**config.mk**
```make
export PLATFORM = sky130hd
export DESIGN_NAME = sparse_polynomial_add_top_flat
export DESIGN_NICKNAME = d
export VERILOG_FILES = /design/src/rtl/core/spadd_pkg.sv /design/src/rtl/core/spadd_in_if.sv /design/src/rtl/core/spadd_out_if.sv /design/src/rtl/core/spadd_ram.sv /design/src/rtl/core/spadd_merge.sv /design/src/rtl/core/sparse_polynomial_add_top.sv /design/src/flat_wrapper.sv
export SDC_FILE = /design/constraint.sdc
export NUM_CORES = 2
export LEC_CHECK = 0
export BUFFER_PORTS_ARGS = -buffer_cell sky130_fd_sc_hd__buf_4
export CAP_MARGIN = 20
export CORE_MARGIN = 8
export CORE_UTILIZATION = 63
export CTS_CLUSTER_SIZE = 10
export DETAILED_ROUTE_END_ITERATION = 10
export PLACE_DENSITY = 0.89
export SLEW_MARGIN = 5
export SYNTH_ARGS = -nofsm -noshare
export SYNTH_HDL_FRONTEND = slang
export SYNTH_HIERARCHICAL = 1
export SYNTH_SLANG_ARGS = --single-unit
```
**constraint.sdc**
```tcl
create_clock -name clk_i -period 6.2 [get_ports clk_i]
set_input_delay 0.62 -clock clk_i [delete_from_list [all_inputs] [get_ports clk_i]]
set_output_delay 0.62 -clock clk_i [all_outputs]
set_load 0.01 [all_outputs]
```
**src/rtl/core/spadd_pkg.sv**
```systemverilog
// Shared types and codes for the sparse polynomial adder.
// No dependencies; compile first.
package spadd_pkg;

  typedef enum logic [1:0] {
    ACT_LOAD_A = 2'd0,
    ACT_LOAD_B = 2'd1,
    ACT_START  = 2'd2
  } action_e;

  localparam int unsigned CoefW   = 16;
  localparam int unsigned ExponW  = 16;
  localparam int unsigned SumW    = CoefW + 1;

  // One stored term, as it sits in a list memory.
  typedef struct packed {
    logic signed [CoefW-1:0] coef;
    logic [ExponW-1:0]       expon;
  } term_t;

  // One result item.
  typedef struct packed {
    logic signed [SumW-1:0] coef_out;
    logic [ExponW-1:0]      expon_out;
    logic                   term_valid;
    logic                   last;
    logic                   overflow;
  } res_t;

endpackage

```
**src/rtl/core/spadd_in_if.sv**
```systemverilog
// Input channel of the sparse polynomial adder: valid/ready plus one load or start item.
// Depends on spadd_pkg.
interface spadd_in_if;
  import spadd_pkg::*;

  logic                    valid;
  logic                    ready;
  logic [1:0]              action;
  logic signed [CoefW-1:0] coef_in;
  logic [ExponW-1:0]       expon_in;

  modport source (output valid, output action, output coef_in, output expon_in,
                  input ready);
  modport sink   (input valid, input action, input coef_in, input expon_in,
                  output ready);
endinterface

```
**src/rtl/core/spadd_out_if.sv**
```systemverilog
// Output channel of the sparse polynomial adder: valid/ready plus one result term.
// Depends on spadd_pkg.
interface spadd_out_if;
  import spadd_pkg::*;

  logic                   valid;
  logic                   ready;
  logic signed [SumW-1:0] coef_out;
  logic [ExponW-1:0]      expon_out;
  logic                   term_valid;
  logic                   last;
  logic                   overflow;

  modport source (output valid, output coef_out, output expon_out, output term_valid,
                  output last, output overflow, input ready);
  modport sink   (input valid, input coef_out, input expon_out, input term_valid,
                  input last, input overflow, output ready);
endinterface

```
**src/rtl/core/spadd_ram.sv**
```systemverilog
// Generic single-write, single-read synchronous RAM with registered read data.
// No dependencies.
module spadd_ram #(
  parameter int unsigned Width = 32,
  parameter int unsigned Depth = 32,
  localparam int unsigned AddrW = (Depth > 1) ? $clog2(Depth) : 1
) (
  input  logic             clk_i,
  input  logic             we_i,
  input  logic [AddrW-1:0] waddr_i,
  input  logic [Width-1:0] wdata_i,
  input  logic [AddrW-1:0] raddr_i,
  output logic [Width-1:0] rdata_o
);

  logic [Width-1:0] mem_q [Depth];

  always_ff @(posedge clk_i) begin
    if (we_i) begin
      mem_q[waddr_i] <= wdata_i;
    end
    rdata_o <= mem_q[raddr_i];
  end

endmodule

```
**src/rtl/core/spadd_merge.sv**
```systemverilog
// Merge sequencer: walks both term lists, adds matching terms, holds one term back to
// find the last one, and drives the output register. Depends on spadd_pkg.
module spadd_merge #(
  parameter int unsigned MaxTerms = 32,
  localparam int unsigned AddrW = (MaxTerms > 1) ? $clog2(MaxTerms) : 1,
  localparam int unsigned CntW  = $clog2(MaxTerms + 1)
) (
  input  logic                clk_i,
  input  logic                rst_ni,
  input  logic                start_i,
  input  logic [CntW-1:0]     a_cnt_i,
  input  logic [CntW-1:0]     b_cnt_i,
  input  logic                overflow_i,
  output logic [AddrW-1:0]    a_raddr_o,
  output logic [AddrW-1:0]    b_raddr_o,
  input  spadd_pkg::term_t    a_rdata_i,
  input  spadd_pkg::term_t    b_rdata_i,
  output logic                busy_o,
  output logic                done_o,
  output logic                out_valid_o,
  input  logic                out_ready_i,
  output spadd_pkg::res_t     out_data_o
);
  import spadd_pkg::*;

  typedef enum logic {ST_IDLE, ST_RUN} state_e;

  state_e                 state_q, state_d;
  logic [CntW-1:0]        i_q, i_d, j_q, j_d;
  logic                   pend_vld_q, pend_vld_d;
  logic signed [SumW-1:0] pend_coef_q, pend_coef_d;
  logic [ExponW-1:0]      pend_expon_q, pend_expon_d;
  logic                   out_vld_q, out_vld_d;
  res_t                   out_q, out_d;

  logic                   a_left, b_left, out_free;
  logic signed [SumW-1:0] a_ext, b_ext, sum;
  logic                   cand_emit, adv_a, adv_b;
  logic signed [SumW-1:0] cand_coef;
  logic [ExponW-1:0]      cand_expon;

  assign a_left   = (i_q < a_cnt_i);
  assign b_left   = (j_q < b_cnt_i);
  assign out_free = !out_vld_q || out_ready_i;
  assign a_ext    = SumW'(a_rdata_i.coef);
  assign b_ext    = SumW'(b_rdata_i.coef);
  assign sum      = a_ext + b_ext;

  // Pick the next term from the heads of both lists.
  always_comb begin
    cand_emit  = 1'b1;
    cand_coef  = a_ext;
    cand_expon = a_rdata_i.expon;
    adv_a      = 1'b0;
    adv_b      = 1'b0;
    priority if (a_left && b_left) begin
      if (a_rdata_i.expon == b_rdata_i.expon) begin
        cand_emit = (sum != '0);
        cand_coef = sum;
        adv_a     = 1'b1;
        adv_b     = 1'b1;
      end else if (a_rdata_i.expon > b_rdata_i.expon) begin
        adv_a = 1'b1;
      end else begin
        cand_coef  = b_ext;
        cand_expon = b_rdata_i.expon;
        adv_b      = 1'b1;
      end
    end else if (a_left) begin
      adv_a = 1'b1;
    end else begin
      cand_coef  = b_ext;
      cand_expon = b_rdata_i.expon;
      adv_b      = 1'b1;
    end
  end

  always_comb begin
    state_d      = state_q;
    i_d          = i_q;
    j_d          = j_q;
    pend_vld_d   = pend_vld_q;
    pend_coef_d  = pend_coef_q;
    pend_expon_d = pend_expon_q;
    out_vld_d    = out_vld_q && !out_ready_i;
    out_d        = out_q;
    done_o       = 1'b0;
    unique case (state_q)
      ST_IDLE: begin
        if (start_i) begin
          i_d        = '0;
          j_d        = '0;
          pend_vld_d = 1'b0;
          state_d    = ST_RUN;
        end
      end
      ST_RUN: begin
        if (a_left || b_left) begin
          // Hold the walk while the held-back term has nowhere to go.
          if (!(cand_emit && pend_vld_q && !out_free)) begin
            if (adv_a) i_d = i_q + CntW'(1);
            if (adv_b) j_d = j_q + CntW'(1);
            if (cand_emit) begin
              if (pend_vld_q) begin
                out_vld_d = 1'b1;
                out_d     = '{coef_out: pend_coef_q, expon_out: pend_expon_q,
                              term_valid: 1'b1, last: 1'b0, overflow: overflow_i};
              end
              pend_vld_d   = 1'b1;
              pend_coef_d  = cand_coef;
              pend_expon_d = cand_expon;
            end
          end
        end else if (out_free) begin
          // Both lists drained: flush the held term as last, or flag an empty result.
          out_vld_d  = 1'b1;
          out_d      = '{coef_out: pend_vld_q ? pend_coef_q : '0,
                         expon_out: pend_vld_q ? pend_expon_q : '0,
                         term_valid: pend_vld_q, last: 1'b1, overflow: overflow_i};
          pend_vld_d = 1'b0;
          state_d    = ST_IDLE;
          done_o     = 1'b1;
        end
      end
      default: state_d = ST_IDLE;
    endcase
  end

  // Read the entry the indices will point at next, so the registered read data lines up with them.
  assign a_raddr_o   = i_d[AddrW-1:0];
  assign b_raddr_o   = j_d[AddrW-1:0];
  assign busy_o      = (state_q == ST_RUN);
  assign out_valid_o = out_vld_q;
  assign out_data_o  = out_q;

  always_ff @(posedge clk_i or negedge rst_ni) begin
    if (!rst_ni) begin
      state_q      <= ST_IDLE;
      i_q          <= '0;
      j_q          <= '0;
      pend_vld_q   <= 1'b0;
      pend_coef_q  <= '0;
      pend_expon_q <= '0;
      out_vld_q    <= 1'b0;
      out_q        <= '0;
    end else begin
      state_q      <= state_d;
      i_q          <= i_d;
      j_q          <= j_d;
      pend_vld_q   <= pend_vld_d;
      pend_coef_q  <= pend_coef_d;
      pend_expon_q <= pend_expon_d;
      out_vld_q    <= out_vld_d;
      out_q        <= out_d;
    end
  end

endmodule

```
**src/rtl/core/sparse_polynomial_add_top.sv**
```systemverilog
// Sparse polynomial adder, top level. Depends on spadd_pkg, spadd_in_if, spadd_out_if,
// spadd_ram and spadd_merge.
//
// Load items (action A or B) append one term to list A or B; each list holds up to
// MAX_TERMS terms in a synchronous RAM, and a load into a full list is dropped and sets a
// sticky overflow flag that only reset clears. Loads transfer one per cycle and produce no
// result. A start item merges the two lists, expected in descending exponent order: equal
// exponents add (a zero sum is dropped), otherwise the larger exponent goes first, and the
// rest of either list follows. Results come out one per transfer with coef_out widened to
// 17 bits; the final one carries last, and a run with no surviving term gives a single item
// with term_valid low. Every result carries the current overflow flag. The merge walks the
// lists one step per cycle unless the output stalls, reading both RAM heads, and the input
// side stays busy, so loads wait, until the walk ends; one term is held back to find the
// last one. Both lists are empty after the run. A result register parts the output from
// the walk, so the next load transfers while a result waits.
module sparse_polynomial_add_top #(
  parameter int unsigned MAX_TERMS = 32
) (
  input  logic       clk_i,
  input  logic       rst_ni,
  spadd_in_if.sink   in_i,
  spadd_out_if.source out_o
);
  import spadd_pkg::*;

  localparam int unsigned AddrW = (MAX_TERMS > 1) ? $clog2(MAX_TERMS) : 1;
  localparam int unsigned CntW  = $clog2(MAX_TERMS + 1);

  logic [CntW-1:0]  a_cnt_q, a_cnt_d, b_cnt_q, b_cnt_d;
  logic             ovf_q, ovf_d;
  logic             in_xfer, busy, done, start;
  logic             a_we, b_we;
  logic             a_full, b_full;
  logic [AddrW-1:0] a_raddr, b_raddr;
  term_t            a_rdata, b_rdata, wterm;
  res_t             res;

  assign in_i.ready = !busy;
  assign in_xfer    = in_i.valid && in_i.ready;
  assign a_full     = (a_cnt_q >= CntW'(MAX_TERMS));
  assign b_full     = (b_cnt_q >= CntW'(MAX_TERMS));
  assign wterm      = '{coef: in_i.coef_in, expon: in_i.expon_in};

  // Decode the transferred item: append a term or kick off the merge.
  always_comb begin
    a_we    = 1'b0;
    b_we    = 1'b0;
    start   = 1'b0;
    a_cnt_d = a_cnt_q;
    b_cnt_d = b_cnt_q;
    ovf_d   = ovf_q;
    if (in_xfer) begin
      unique case (in_i.action)
        ACT_LOAD_A: begin
          if (a_full) begin
            ovf_d = 1'b1;
          end else begin
            a_we    = 1'b1;
            a_cnt_d = a_cnt_q + CntW'(1);
          end
        end
        ACT_LOAD_B: begin
          if (b_full) begin
            ovf_d = 1'b1;
          end else begin
            b_we    = 1'b1;
            b_cnt_d = b_cnt_q + CntW'(1);
          end
        end
        ACT_START: start = 1'b1;
        default: ;  // unused code: drop
      endcase
    end
    // Empty both lists once the run has flushed its last result.
    if (done) begin
      a_cnt_d = '0;
      b_cnt_d = '0;
    end
  end

  always_ff @(posedge clk_i or negedge rst_ni) begin
    if (!rst_ni) begin
      a_cnt_q <= '0;
      b_cnt_q <= '0;
      ovf_q   <= 1'b0;
    end else begin
      a_cnt_q <= a_cnt_d;
      b_cnt_q <= b_cnt_d;
      ovf_q   <= ovf_d;
    end
  end

  spadd_ram #(.Width($bits(term_t)), .Depth(MAX_TERMS)) u_ram_a (
    .clk_i   (clk_i),
    .we_i    (a_we),
    .waddr_i (a_cnt_q[AddrW-1:0]),
    .wdata_i (wterm),
    .raddr_i (a_raddr),
    .rdata_o (a_rdata)
  );

  spadd_ram #(.Width($bits(term_t)), .Depth(MAX_TERMS)) u_ram_b (
    .clk_i   (clk_i),
    .we_i    (b_we),
    .waddr_i (b_cnt_q[AddrW-1:0]),
    .wdata_i (wterm),
    .raddr_i (b_raddr),
    .rdata_o (b_rdata)
  );

  spadd_merge #(.MaxTerms(MAX_TERMS)) u_merge (
    .clk_i       (clk_i),
    .rst_ni      (rst_ni),
    .start_i     (start),
    .a_cnt_i     (a_cnt_q),
    .b_cnt_i     (b_cnt_q),
    .overflow_i  (ovf_q),
    .a_raddr_o   (a_raddr),
    .b_raddr_o   (b_raddr),
    .a_rdata_i   (a_rdata),
    .b_rdata_i   (b_rdata),
    .busy_o      (busy),
    .done_o      (done),
    .out_valid_o (out_o.valid),
    .out_ready_i (out_o.ready),
    .out_data_o  (res)
  );

  assign out_o.coef_out   = res.coef_out;
  assign out_o.expon_out  = res.expon_out;
  assign out_o.term_valid = res.term_valid;
  assign out_o.last       = res.last;
  assign out_o.overflow   = res.overflow;

endmodule

```
**src/flat_wrapper.sv**
```systemverilog
// flat-port wrapper written by rule: the top's interface ports become plain ports
module sparse_polynomial_add_top_flat import spadd_pkg::*;
#(
  parameter int unsigned MAX_TERMS = 32
)
  (clk_i, rst_ni, in_i_valid, in_i_action, in_i_coef_in, in_i_expon_in, in_i_ready, out_o_valid, out_o_coef_out, out_o_expon_out, out_o_term_valid, out_o_last, out_o_overflow, out_o_ready);
  spadd_in_if in_i_i ();
  spadd_out_if out_o_i ();
  input  logic clk_i;
  input  logic rst_ni;
  input wire logic [$bits(in_i_i.valid)-1:0] in_i_valid;
  input wire logic [$bits(in_i_i.action)-1:0] in_i_action;
  input wire logic [$bits(in_i_i.coef_in)-1:0] in_i_coef_in;
  input wire logic [$bits(in_i_i.expon_in)-1:0] in_i_expon_in;
  output wire logic [$bits(in_i_i.ready)-1:0] in_i_ready;
  output wire logic [$bits(out_o_i.valid)-1:0] out_o_valid;
  output wire logic [$bits(out_o_i.coef_out)-1:0] out_o_coef_out;
  output wire logic [$bits(out_o_i.expon_out)-1:0] out_o_expon_out;
  output wire logic [$bits(out_o_i.term_valid)-1:0] out_o_term_valid;
  output wire logic [$bits(out_o_i.last)-1:0] out_o_last;
  output wire logic [$bits(out_o_i.overflow)-1:0] out_o_overflow;
  input wire logic [$bits(out_o_i.ready)-1:0] out_o_ready;
  assign in_i_i.valid = in_i_valid;
  assign in_i_i.action = in_i_action;
  assign in_i_i.coef_in = in_i_coef_in;
  assign in_i_i.expon_in = in_i_expon_in;
  assign in_i_ready = in_i_i.ready;
  assign out_o_valid = out_o_i.valid;
  assign out_o_coef_out = out_o_i.coef_out;
  assign out_o_expon_out = out_o_i.expon_out;
  assign out_o_term_valid = out_o_i.term_valid;
  assign out_o_last = out_o_i.last;
  assign out_o_overflow = out_o_i.overflow;
  assign out_o_i.ready = out_o_ready;
  sparse_polynomial_add_top #(.MAX_TERMS(MAX_TERMS)) u_core (.clk_i(clk_i), .rst_ni(rst_ni), .in_i(in_i_i), .out_o(out_o_i));
endmodule
```
# Yosys cells after proc, flatten, opt, wreduce, memory -nomap -nowiden

Memories as Yosys holds them, arrays and structs flattened. A register that Yosys moved wholly into a read port is not among the register bits.
Cells that the tools add are included.

Flip-flop bits (word level): 97
RAM bits: 2,048
Bits of input ports: 38
Output and inout port bits: 38
Word-level logic and storage cells: 152
Memories: 2

Memory list:

| memory               | depth | width | rd ports | clocked after memory_dff | wr ports | line            | RTL |
|---|---|---|---|---|---|---|---|
| u_core.u_ram_a.mem_q | 32    | 32    | 1        | 1                        | 1        | spadd_ram.sv:16 | `logic [Width-1:0] mem_q [Depth];` |
| u_core.u_ram_b.mem_q | 32    | 32    | 1        | 1                        | 1        | spadd_ram.sv:16 |  |

Add/sub/neg operators: 5
$lt $le $gt $ge: 5
Eq/ne operators: 18
Multiplexer cells: 77
Bitwise logic cells: 2
Reduce and logical (&&, ||, !) cells: 26

Operators by type and width:

| kind                                                      | count |
|---|---|
| two-way mux 36 bit                                        | 5 |
| two-way mux 6 bit                                         | 16 |
| two-way mux 17 bit                                        | 5 |
| two-way mux 16 bit                                        | 5 |
| two-way mux 1 bit                                         | 41 |
| adder 6 x 1 -> 6 bit (second input constant)              | 4 |
| case mux 6 bit (2 select lines)                           | 2 |
| AND reduction 4 bit                                       | 5 |
| adder 16 x 16 -> 17 bit                                   | 1 |
| nonzero test 17 bit                                       | 1 |
| == test 16 bit                                            | 1 |
| > comparator 16 bit                                       | 1 |
| != test 2 x 1 -> 1 bit (second input constant)            | 8 |
| greater-or-equal comparator 6 bit (second input constant) | 2 |
| less-than comparator 6 bit                                | 2 |
| nonzero test 2 bit                                        | 5 |
| != test 2 bit (second input constant)                     | 4 |
| != test 3 bit (second input constant)                     | 2 |
| case mux 1 bit (2 select lines)                           | 3 |
| AND reduction 3 bit                                       | 2 |
| logical AND 1 bit                                         | 5 |
| AND reduction 5 bit                                       | 1 |
| zero test 1 bit                                           | 4 |
| != test 3 x 1 -> 1 bit (second input constant)            | 1 |
| 5 further kinds                                           | 7 |

# Depth between registers and ports, before layout

Depth in word-level cells: 9
Mapped depth: 21
Depth with buffers taken out: 16

# Hierarchy

Netlist, hierarchy kept.

By module, submodules not included:

| module                    | instances | cells each | area an instance (µm²) | sequential area each (µm²) |
|---|---|---|---|---|
| spadd_ram                 | 2         | 2,260      | 40,485.1               | 31,390.1 |
| spadd_merge               | 1         | 696        | 5,911.9                | 2,102.0 |
| sparse_polynomial_add_top | 1         | 78         | 789.5                  | 325.3 |

# Worst setup path before layout

OpenSTA, ideal clock, no wires.

Path type: register to register
Start: register u_core.u_ram_a.rdata_o[16] (read register of u_core.u_ram_a.mem_q)
End: register u_core.u_ram_b.rdata_o[13] (read register of u_core.u_ram_b.mem_q)
Setup time: 124 ps
Data arrival time: 4,467 ps
Required time: 6,076 ps
Setup slack: 1,609 ps
Cell stages (with the launch flop): 21
Buffers on the path: 4
Clock period less this slack: 4,591 ps
Cell sequence: dfxtp_1 ha_1 fa_1 a21o_1 a221oi_4 o21bai_2 a2111o_1 a2111o_1 o41ai_4 o2111ai_2 buf_6 o211ai_2 o31ai_2 buf_4 and2b_1 buf_4 clkbuf_1 a22o_1 nor3_1 a31oi_1 nand3_1

Longest elaborated chain between the ends: 9

Ends and longest elaborated chain:

| item                            | line               | RTL |
|---|---|---|
| from (decl)                     | spadd_ram.sv:13    | `output logic [Width-1:0] rdata_o` |
| adder 16 x 16 -> 17 bit         | spadd_merge.sv:47  | `assign sum = a_ext + b_ext;` |
| nonzero test 17 bit             | spadd_merge.sv:58  | `cand_emit = (sum != '0);` |
| two-way mux 1 bit               | spadd_merge.sv:57  | `if (a_rdata_i.expon == b_rdata_i.expon) begin` |
| two-way mux 1 bit               | spadd_merge.sv:56  | `priority if (a_left && b_left) begin` |
| logical AND 1 bit (2 in series) | spadd_merge.sv:100 | `if (!(cand_emit && pend_vld_q && !out_free)) begin` |
| two-way mux 6 bit               | spadd_merge.sv:100 |  |
| two-way mux 6 bit               | spadd_merge.sv:98  | `if (a_left \|\| b_left) begin` |
| case mux 6 bit (2 select lines) | spadd_merge.sv:88  | `unique case (state_q)` |
| net u_core.u_merge.j_d[2]       | spadd_merge.sv:29  | `logic [CntW-1:0] i_q, i_d, j_q, j_d;` |
| to (decl)                       | spadd_ram.sv:13    |  |

The timed path passes the listed nets, and every way through them passes these cells. The select of a mux whose other input is x is not followed.
A chain may end at the register's enable or synchronous reset.

# Final worst setup path

Start: register u_core.u_ram_b.rdata_o[16] (read register of u_core.u_ram_b.mem_q)
End: register u_core.u_ram_a.rdata_o[31] (read register of u_core.u_ram_a.mem_q)

Longest elaborated chain between the ends: 9

Ends and longest elaborated chain:

| item                            | line                            | RTL |
|---|---|---|
| adder 16 x 16 -> 17 bit         | spadd_merge.sv:47               |  |
| nonzero test 17 bit             | spadd_merge.sv:58               |  |
| two-way mux 1 bit               | spadd_merge.sv:57               |  |
| two-way mux 1 bit               | spadd_merge.sv:56               |  |
| logical AND 1 bit (2 in series) | spadd_merge.sv:100              |  |
| two-way mux 6 bit               | spadd_merge.sv:100              |  |
| two-way mux 6 bit               | spadd_merge.sv:98               |  |
| case mux 6 bit (2 select lines) | spadd_merge.sv:88               |  |
| net u_core.a_raddr[2]           | sparse_polynomial_add_top.sv:34 | `logic [AddrW-1:0] a_raddr, b_raddr;` |

The timed path passes the listed nets, and every way through them passes these cells. The select of a mux whose other input is x is not followed.

==> results.toml <==
[status]
status = "complete, but fails checks"
violations = "setup timing"

[sta]
final-max-slew-violation-count = 0
hold_viol_final = 0
setup_slack_ns = -0.00567
setup_viol = 1
worst_pin_slew_ns = 1.26
relSlewSlack_pct = 16.0
final.setup_skew_ns = 0.0487
fin_setup_tns_ns = -0.00567
clock.fmax_mhz = 161
post-route-period-util_pct = 100
period_needed_ns = 6.21

[critical_path]
crit_required_ns = 6.99
crit_end = "u_core/u_ram_a/rdata_o[31]$_DFF_P_"
startpoint_type = "register"
ff2ff_path_depth = 17
crit_arrival_ns = 6.99
critPathMaxFanout = 16
reg2reg_from = "u_core/u_ram_b/rdata_o[16]$_DFF_P_"
timing.rr.end = "u_core/u_ram_a/rdata_o[31]$_DFF_P_"
criticalPathCategory = "reg -> reg"
startpoint = "u_core/u_ram_b/rdata_o[16]$_DFF_P_"
critPathCaptureType = "register"
r2r_slack_ns = -0.006

[synthesis]
synth_adder_area_share_pct = 0.708
synthSimpleGateAreaFrac_pct = 4.33
ys_ff_latch = 2209
synth_area_um2 = 87700
yosysUniqueCellTypes = 75
yosysWarningCount = 6
synthCells = 5294
synthMuxAreaShare_pct = 12.3
ys_seq_area_share_pct = 74.4
syn_area_per_cell_um2 = 16.6
synth_ff_type = "edfxtp_1"
ys_async_sr_fraction_pct = 4.39
synth_top_family_by_area = "multiplexers"
syn_nets = 5381
synth_compound_area_share_pct = 5.98
synth_edf_count = 2048
post_synth_xor_area_fraction_pct = 0.130

[route]
drc_errors = 0
wl_per_cell_um = 33.3
drt_iter0_drc = 9820
ant_nets = 0
wl_um = 248000
dr.pass1.iters = 10
vias = 53500
vias_per_cell = 7.18

[clocking]
worst_skew_pair.late_latency_ns = 0.88
path_clk_slew_ns = 0.06
clkSinkCount = 2209
cts_buffer_depth = 3
cts_buffers = 239
cts_tree = "built"
cts_max_level = 4
cts-root-buf = "clkbuf_16"

[pwr]
pwr_density_cell_nw_per_um2 = 532
max-vdd-ir-drop_uv = 642
p_leak_uw = 0.0340

[finish]
utilization_pct = 71.0
nNetsFinal = 5580
drive_gt1_share_pct = 11.5
fillers = 7339
area_growth_pct = 12.4

[die]
die_x_um = 389
die_area_um2 = 151000
die_h_um = 389
core_um2 = 139000
initial_core_util_pct = 63.1
io_pins = 76
placementRows = 137

[global_route]
grt_overflow = 0
grt_max_degree = 107
grt_pass1_wl_um = 346000
grt_antenna_before_repair = 16
grt_pass1_vias = 52100
gr-usage-all-layers_pct = 30.9

[placed_design]
numPortBuffers = 75
place_congestion = 0.930
hpwl_um = 129000

[min_path]
hp-class = "in -> async"

[run]
cap_violations = 0
## final cells by class
type | instances | area (um^2) | area share [%]
Sequential cell | 2209 | 65200 | 66.2
Multi-Input combinational cell | 2739 | 21200 | 21.5
Clock buffer | 359 | 6450 | 6.55
Timing Repair Buffer | 260 | 2830 | 2.87
Tap cell | 1807 | 2260 | 2.29
Clock inverter | 17 | 345 | 0.351
Inverter | 44 | 165 | 0.168
Antenna cell | 14 | 35.0 | 0.0356
## layout by cell type, fill, tap and decap left out, types with 13 or more instances in the layout
master     instances
a21oi_1          220
a22o_1           130
a22oi_1          200
a31oi_1           58
buf_12            52
buf_4            196
clkbuf_1         118
clkbuf_16        239
dfrtp_1           97
dfxtp_1           64
diode_2           14
edfxtp_1        2048
ha_1              48
inv_1             44
mux2_1            24
mux2_2            13
mux2i_1         1032
nand2_1          337
nand2b_1          13
nand3_1          219
nor2_1            42
nor2_4            67
nor3_1            69
o21ai_0           73
o21ai_1           13
## critical path, cell delays in order, from the launching register on
cell	delay (ns)
dfxtp_1	0.33
ha_1	0.23
fa_1	0.42
a21o_1	0.24
a221oi_4	0.42
o21bai_2	0.10
a2111o_1	0.45
a2111o_1	0.46
o41ai_4	0.35
buf_4	0.22
o211ai_2	0.20
nor2_1	0.31
mux2i_4	0.47
and2b_1	0.63
a22o_1	0.38
nor3_1	0.46
a31oi_1	0.25
nand3_1	0.21
## Yosys cell counts, types with 6 or more instances
cell type / instances / share of area [%]
inv_1: 44 / 0.19
a22o_1: 130 / 1.3
mux2i_1: 1034 / 12
mux2_2: 13 / 0.17
nand3b_1: 11 / 0.094
dfrtp_1: 97 / 2.8
ha_1: 48 / 0.69
mux2_1: 24 / 0.31
edfxtp_1: 2048 / 70
nand3_1: 219 / 1.3
buf_6: 33 / 0.42
or3b_2: 6 / 0.060
clkbuf_1: 125 / 0.54
a22oi_1: 200 / 1.7
dfxtp_1: 64 / 1.5
xnor2_1: 10 / 0.10
buf_4: 76 / 0.65
o21ai_0: 73 / 0.42
nor2_1: 109 / 0.47
buf_2: 56 / 0.32
nor2b_1: 9 / 0.064
a21oi_1: 220 / 1.3
o21ai_1: 16 / 0.091
nand2b_1: 14 / 0.10
and3_1: 6 / 0.043
nand2_1: 337 / 1.4
nor3_1: 70 / 0.40
buf_1: 10 / 0.043
a21o_1: 12 / 0.10
nand4_1: 10 / 0.071
a31oi_1: 67 / 0.48
## per-stage QoR
step	instances	instance area, um^2	worst slack (ns)	hold WS (ns)	power (uW)
finish	7449	98500	-0.00567	0.151	52400
global route	7435	98500	-0.000758	0.154	53300
CTS	7415	98000	0.00763	0.111	51000
detailed placement	7038	91200	0.0985	0.463	37900
global placement	7022	90800	0.301	0.456	37300
floorplan	5294	87700	1.61	0.324	31600
## per-layer routing
layer  share of wire (%)  GRT usage (%)  up-vias
met5               0.067              0        -
met4                 6.4           15.9       14
met3                  16           9.75      987
met2                  44           46.8     5474
met1                  33           40.6    26000
li1                    -              -    21000
## worst min-delay path by stage
stage | end | cells past startpoint
4_1_cts | u_core/u_merge/pend_expon_q[9]$_DFFE_PN0P_ | 2
3_5_place_dp | u_core/ovf_q$_DFFE_PN0P_ | 1
6_report | u_core/u_merge/pend_expon_q[8]$_DFFE_PN0P_ | 2
3_3_place_gp | u_core/ovf_q$_DFFE_PN0P_ | 1
5_1_grt | u_core/u_merge/pend_expon_q[9]$_DFFE_PN0P_ | 2
2_1_floorplan | u_core/a_cnt_q[0]$_DFFE_PN0P_ | 0
## cell families after synthesis
kind of cell,Yosys count
xor gates and xnor gates,13
muxes,1071
adders and majority gates,49
buffers and inverters,348
and+or+nand+nor,828
DFF,2209
AOI/OAI and AO/OA,776
## sequential cells by signal (all words and copies together) (netlist names), 6 cells and up
| signal | count |
|---|---|
| u_core/u_ram_a/mem_q | 1024 |
| u_core/u_ram_b/mem_q | 1024 |
| u_core/u_merge/out_data_o | 36 |
| u_core/u_ram_a/rdata_o | 32 |
| u_core/u_ram_b/rdata_o | 32 |
| u_core/u_merge/pend_coef_q | 17 |
| u_core/u_merge/pend_expon_q | 16 |
| u_core/a_cnt_q | 6 |
| u_core/b_cnt_q | 6 |
| u_core/u_merge/i_q | 6 |
| u_core/u_merge/j_q | 6 |
## what timing repair did
item | 4_1_cts | 5_1_grt
buffers inserted | 0 | 4
gates resized for setup | 0 | 17
hold buffers | 1 | 0
hold endpoints to repair | 16 | 0
setup endpoints to repair | 0 | 40
## power by group
part,total (uW),internal (uW),switching [uW]
logic,22000,7890,14100
clock network,12800,7100,5690
registers,17500,16900,627
total,52400,31900,20500
(Power assumes the default switching activity.)
